File: src/sv/tun_pkg.sv
// Shared constants and types of the triangle unit normal block.
`default_nettype none

package tun_pkg;

    // Field widths of the interface.
    localparam int COORD_BITS       = 24;
    localparam int NORMAL_FRAC_BITS = 14;
    localparam int NORMAL_WIDTH     = NORMAL_FRAC_BITS + 2;

    // Internal widths, all derived from the two above.
    localparam int EDGE_BITS  = COORD_BITS + 1;
    localparam int PROD_BITS  = 2 * EDGE_BITS;
    localparam int CROSS_BITS = PROD_BITS + 1;
    localparam int MAG_BITS   = PROD_BITS;
    localparam int HALF_BITS  = (MAG_BITS + 1) / 2;
    localparam int HIGH_BITS  = MAG_BITS - HALF_BITS;
    localparam int SQ_BITS    = 2 * MAG_BITS;
    localparam int SUM_BITS   = SQ_BITS + 2;
    localparam int ACC_BITS   = SUM_BITS + 2 * NORMAL_FRAC_BITS + 6;
    localparam int Q_BITS     = NORMAL_FRAC_BITS + 1;
    localparam int STEPS      = NORMAL_FRAC_BITS + 1;

    localparam int QUEUE_DEPTH = 2;

    // One word handed from the front end to the back end.
    typedef struct packed {
        logic [2:0]               neg;
        logic [2:0][SQ_BITS-1:0]  sq;
        logic [SUM_BITS-1:0]      sum;
        logic                     degen;
    } t_job;

endpackage

`default_nettype wire

File: src/sv/tun_queue.sv
// Short queue of words between the front end and the back end.
`default_nettype none

module tun_queue (
    input  wire logic          i_clk,
    input  wire logic          i_rst_n,
    input  wire logic          i_push,
    input  wire tun_pkg::t_job i_job,
    output logic               o_full,
    output logic               o_valid,
    output tun_pkg::t_job      o_job
);

    localparam int DEPTH = tun_pkg::QUEUE_DEPTH;
    localparam int PW    = $clog2(DEPTH);

    tun_pkg::t_job  r_mem [DEPTH];
    logic [PW-1:0]  r_wr;
    logic [PW-1:0]  r_rd;
    logic [PW:0]    r_cnt;
    logic           w_pop;

    // The back end never stalls, so the head word leaves as soon as it is there.
    assign w_pop   = (r_cnt != '0);
    assign o_valid = w_pop;
    assign o_job   = r_mem[r_rd];
    assign o_full  = (r_cnt == (PW + 1)'(DEPTH));

    always_ff @(posedge i_clk) begin
        if (!i_rst_n) begin
            r_wr  <= '0;
            r_rd  <= '0;
            r_cnt <= '0;
        end else begin
            if (i_push) begin
                r_wr <= r_wr + 1'b1;
            end
            if (w_pop) begin
                r_rd <= r_rd + 1'b1;
            end
            r_cnt <= r_cnt + (PW + 1)'(i_push) - (PW + 1)'(w_pop);
        end
    end

    always_ff @(posedge i_clk) begin
        if (i_push) begin
            r_mem[r_wr] <= i_job;
        end
    end

    a_no_overflow: assert property (@(posedge i_clk) disable iff (!i_rst_n)
        i_push |-> !o_full)
        else $error("word pushed into a full queue");

    a_count_bound: assert property (@(posedge i_clk) disable iff (!i_rst_n)
        r_cnt <= (PW + 1)'(DEPTH))
        else $error("queue count beyond depth");

endmodule

`default_nettype wire

File: config.mk
export PLATFORM = sky130hd
export DESIGN_NAME = tun_queue
export DESIGN_NICKNAME = d
export VERILOG_FILES = /design/src/sv/tun_pkg.sv /design/src/sv/tun_queue.sv
export SDC_FILE = /design/constraint.sdc
export NUM_CORES = 1
export LEC_CHECK = 0
export BUFFER_PORTS_ARGS = -buffer_cell sky130_fd_sc_hd__clkbuf_2
export CORE_AREA = 2 2 319 321
export DETAILED_ROUTE_END_ITERATION = 7
export DIE_AREA = 0 0 321 323
export PLACE_DENSITY_LB_ADDON = 0.3
export RECOVER_POWER = 100
export SLEW_MARGIN = 20
export SYNTH_ARGS = -nofsm -noshare
export SYNTH_HDL_FRONTEND = slang
export SYNTH_SLANG_ARGS = --single-unit
export TNS_END_PERCENT = 50
File: constraint.sdc
create_clock -name i_clk -period 55.5 [get_ports i_clk]
set_input_delay 2.775 -clock i_clk [delete_from_list [all_inputs] [get_ports i_clk]]
set_output_delay 2.775 -clock i_clk [all_outputs]
set_load 0.05 [all_outputs]
# Word level (Yosys, flattened, before mapping)
# Memory sizes are Yosys's and may differ from the RTL's. A register that Yosys moved wholly into a read port is not among the register bits.
# Index checks and enable logic that the tools add are counted.
[classes]
bitwise = 0
reduce_logical = 1
n_eq_ne = 1
n_addsub = 4
magnitude_cmp = 0
n_mux = 4
shift = 0
mul = 0
n_div = 0
[op_table]
columns = ["op", "n"]
rows = [
  ["$mux W1", 4],
  ["$add A1 B1 Y1 const B", 2],
  ["$add A2 B1 Y2", 1],
  ["$eq A2 B2 Y1 const B", 1],
  ["$reduce_bool A2 Y1", 1],
  ["$sub A2 B1 Y2", 1],
]
[totals]
latchBits = 0
mem_bits_ro = 0
elab_cells = 14
mem_bits_rw = 812
n_memories = 1
out_inout_bits = 408
ff_bits = 4
in_bits = 409
[memory_table]
columns = ["memory", "words", "width", "read_ports", "rd_clocked_by_memory_dff", "write_ports", "line_no", "text"]
rows = [
  ["r_mem", 2, 406, 1, 1, 1, "tun_queue.sv:17", "tun_pkg::t_job r_mem [DEPTH];"],
]

# Depth between registers and ports, before layout
[logic_depth]
word_depth = 3
depth_mapped = 4
ltp_nobuf = 4

# Least setup slack after synthesis
# Ideal clock, no wire load.
[synth_path]
kind = "input port to flip-flop"
startpoint = "input port i_push"
endpoint = "register r_wr"
setup_time_ns = 0.142
slack_ns = 33.894
path_buffers = 0
stages = 2
required_ns = 55.358
arrival_time_ns = 21.464
path_cell_list = "nor2b_1 o21a_1"
[synth_lines]
columns = ["item", "line_no", "text"]
rows = [
  ["start, declared", "tun_queue.sv:7", "input wire logic i_push,"],
  ["end signal, assigned", "tun_queue.sv:36", "r_wr <= r_wr + 1'b1;"],
  ["end, declared", "tun_queue.sv:18", "logic [PW-1:0] r_wr;"],
]

==> impl_metrics.csv <==
group,metric,value,unit
setup_path,cpMaxStageDelayCell,"clkbuf_1",
timing,tns,0,ps
grt,overflow,0,
clock_network,post_cts_resize_count,0,
timing,finalCritPeriodShare,0.276,
job,timing.max_cap.violations,22,
placement,gp_congestion,0.773,
clock_network,cts.hold.buffers_added,0,
power,power_leakage,13.0,nW
cells_and_area,final_util,0.371,
setup_path,crit_buf_inv,5,
power,power,1.48,mW
logic_synthesis,synthTopCellsByCount,"edfxtp_1, mux2_4, mux2_2",
timing,setup_violations,0,
cells_and_area,nFillCells,9780,
setup_path,path_class,"reg -> out",
timing,tightest_slew,4590,ps
drt,drc,0,
clock_network,path_clk_slew,60,ps
logic_synthesis,synth_flop_cell,"edfxtp_1",
drt,drt-vias-per-instance,4.30,
logic_synthesis,synth_cells,1285,
clock_network,root_buffer,"clkbuf_16",
cells_and_area,drive_gt1_frac,0.284,
grt,grt_pass1_wl,99.7,mm
timing,drv_slew,1260,
setup_path,cp_top_family,"buffers and inverters",
logic_synthesis,yosys_warnings,0,
logic_synthesis,ys_ff_latch,817,
logic_synthesis,synth.area.top_cells,"edfxtp_1, mux2_4, mux2_2",
clock_network,clockBufferDepth,3,
logic_synthesis,syn_nets,1695,
drt,drtIter0Drc,784,
hold_path,hold_path.class,"reg -> reg",
setup_path,worstPathArrival,12550,ps
cells_and_area,nNetsFinal,2576,
power,power.density,39.6,mW/mm^2
placement,detailed_place.area,0.0363,mm^2
logic_synthesis,async_reset_ff_frac,0,
grt,antenna_found_initial,12,
timing,period_needed,15320,ps
hold_path,worstHoldStart,"r_cnt[1]",
timing,rsz0062_at_grt,"no",
floorplanning,rows,117,
clock_network,cts_buffers,89,
setup_path,r2r_setup_slack,43950,ps
setup_path,r2r-end,"r_mem[0][106]",
power,peakVddDrop,31.2,uV
drt,antenna_left,0,
floorplanning,io-pin-count,817,
cells_and_area,areaGrowthSynthToFinish,20.7,%
hold_path,min_path_cells,2,
timing,clock.fmax,65.3,MHz
setup_path,r2r_cells,4,
setup_path,start_kind,"register",
drt,wire_per_inst,20.1,um
setup_path,cp_cell_sequence,"clkbuf_1 > clkbuf_1 > clkbuf_1 > clkbuf_1 > mux2_2 > clkbuf_1",
clock_network,cts_tree,"done",
logic_synthesis,synth_top_area_share,0.788,
logic_synthesis,yosys.area.top_type,"edfxtp_1",
setup_path,critical_path_required,52730,ps
timing,finalHoldViolCount,0,
cells_and_area,seqCellArea,0.0245,mm^2
clock_network,htreeDepth,3,
placement,io_buffers,816,
grt,grt_usage,0.128,
run_status,status,"complete, but fails checks",
clock_network,clock-sinks,817,
grt,grt_pass1_vias,16100,
floorplanning,fp.dieH,323,um
run_status,violations,"capacitance limit, slew limit",
floorplanning,initial_utilization,0.307,
setup_path,cp_common_cell,"clkbuf_1",
logic_synthesis,avgSynthCellArea,24.1,um^2
setup_path,r2r-start,"r_wr",
timing,finClkSkew,20.3,ps
cells_and_area,final_cell_area,0.0374,mm^2
logic_synthesis,synth_cell_type_count,18,
floorplanning,die_area,0.104,mm^2
setup_path,cp-end-kind,"primary output",
cells_and_area,multi_input_area,0.00471,mm^2
clock_network,cts_setup_buffers,0,
hold_path,min_to,"r_cnt[1]",
drt,drt-pass1-iter-count,5,
timing,slew_headroom,-2.06,
drt,wl,71.6,mm
logic_synthesis,yosys.cell_count.top_type,"edfxtp_1",
placement,hpwlAfterDp,49.4,mm
logic_synthesis,synth_seq_area_share,0.791,
grt,grt_max_degree,82,
logic_synthesis,synth_edf_count,812,
drt,vias,15300,
setup_path,path_max_fanout,55,
floorplanning,fp.dieW,321,um
setup_path,slowest_delay,2420,ps
logic_synthesis,synth_area,0.0310,mm^2
floorplanning,core_area,0.101,mm^2
clock_network,clock_latency,630,ps
flip-flops by register name (all words and copies together) (netlist names), named ones only:
name   count
r_rd       1
r_mem    812
r_cnt      2
r_wr       1
report_power, final:
part | total [mW] | leakage (nW) | switching, mW | internal (mW)
clock network | 0.563 | 1.36 | 0.231 | 0.332
logic | 0.192 | 3.99 | 0.149 | 0.0437
registers | 0.725 | 7.66 | 0.00737 | 0.717
total | 1.48 | 13.0 | 0.388 | 1.09
worst register-to-register path: cells and delay by family (launching register included):
kind | cells | cell delay (ps)
simple gates | 1 | 1770
flops | 1 | 310
buf+inv | 3 | 8860
metal layers:
layer	vias up	part of all wire	track usage
met5	-	0.00055	0
li1	6950	-	-
met3	118	0.079	0.0448
met4	6	0.028	0.0518
met1	7641	0.36	0.135
met2	577	0.53	0.233
layout by cell type, fill, tap and decap left out:
| cell | n |
|---|---|
| edfxtp_1 | 812 |
| clkbuf_2 | 448 |
| clkbuf_1 | 411 |
| mux2_1 | 341 |
| clkbuf_16 | 90 |
| mux2_2 | 57 |
| clkinv_1 | 17 |
| clkinv_2 | 13 |
| diode_2 | 10 |
| mux2_4 | 8 |
| bufinv_16 | 7 |
| dfxtp_1 | 5 |
| nor2b_1 | 4 |
| clkinv_8 | 3 |
| inv_6 | 3 |
| clkinvlp_4 | 3 |
| and3_1 | 2 |
| nand2_1 | 2 |
| clkinv_4 | 2 |
| buf_1 | 2 |
| or2_2 | 1 |
| or3_1 | 1 |
| o21ai_0 | 1 |
| and2_0 | 1 |
| and2_1 | 1 |
| o21a_1 | 1 |
| nand2b_1 | 1 |
| mux2i_1 | 1 |
| ha_1 | 1 |
cell families (layout without fill, tap and decap cells):
group	after synthesis	count (layout)	share of synthesized area
AND/OR/NAND/NOR	13	13	0.00247
multiplexers	407	407	0.189
buffers and inverters	45	999	0.0166
flip-flops	817	817	0.791
adder cells (fa/ha/maj)	1	1	0.000404
AO/OA/AOI/OAI	2	2	0.000404
other	0	10	0
how the worst max path moves through the flow:
stage           endpoint  slack (ps)  cells past startpoint
2_1_floorplan       r_wr       33890                      2
3_3_place_gp   o_job[33]       47590                      6
3_5_place_dp   o_job[33]       47480                      6
4_1_cts        o_job[33]       46730                      6
5_1_grt        o_job[49]       38880                      6
6_report       o_job[24]       40180                      6
layout make-up:
| class | count | share of cell area |
|---|---|---|
| Clock buffer | 116 | 0.0629 |
| Antenna cell | 10 | 0.000670 |
| Sequential cell | 817 | 0.655 |
| Multi-Input combinational cell | 423 | 0.126 |
| Tap cell | 1309 | 0.0438 |
| Clock inverter | 48 | 0.0122 |
| Timing Repair Buffer | 835 | 0.0989 |
through the flow:
step / cells / setup slack (ps) / hold slack, ps
2_1_floorplan: 1285 / 33890 / 494
3_3_place_gp: 3383 / 47590 / 513
3_5_place_dp: 3383 / 47480 / 529
4_1_cts: 3547 / 46730 / 535
5_1_grt: 3556 / 38880 / 568
6_report: 3558 / 40180 / 536
No activity file was read; power rests on OpenSTA's default activity.
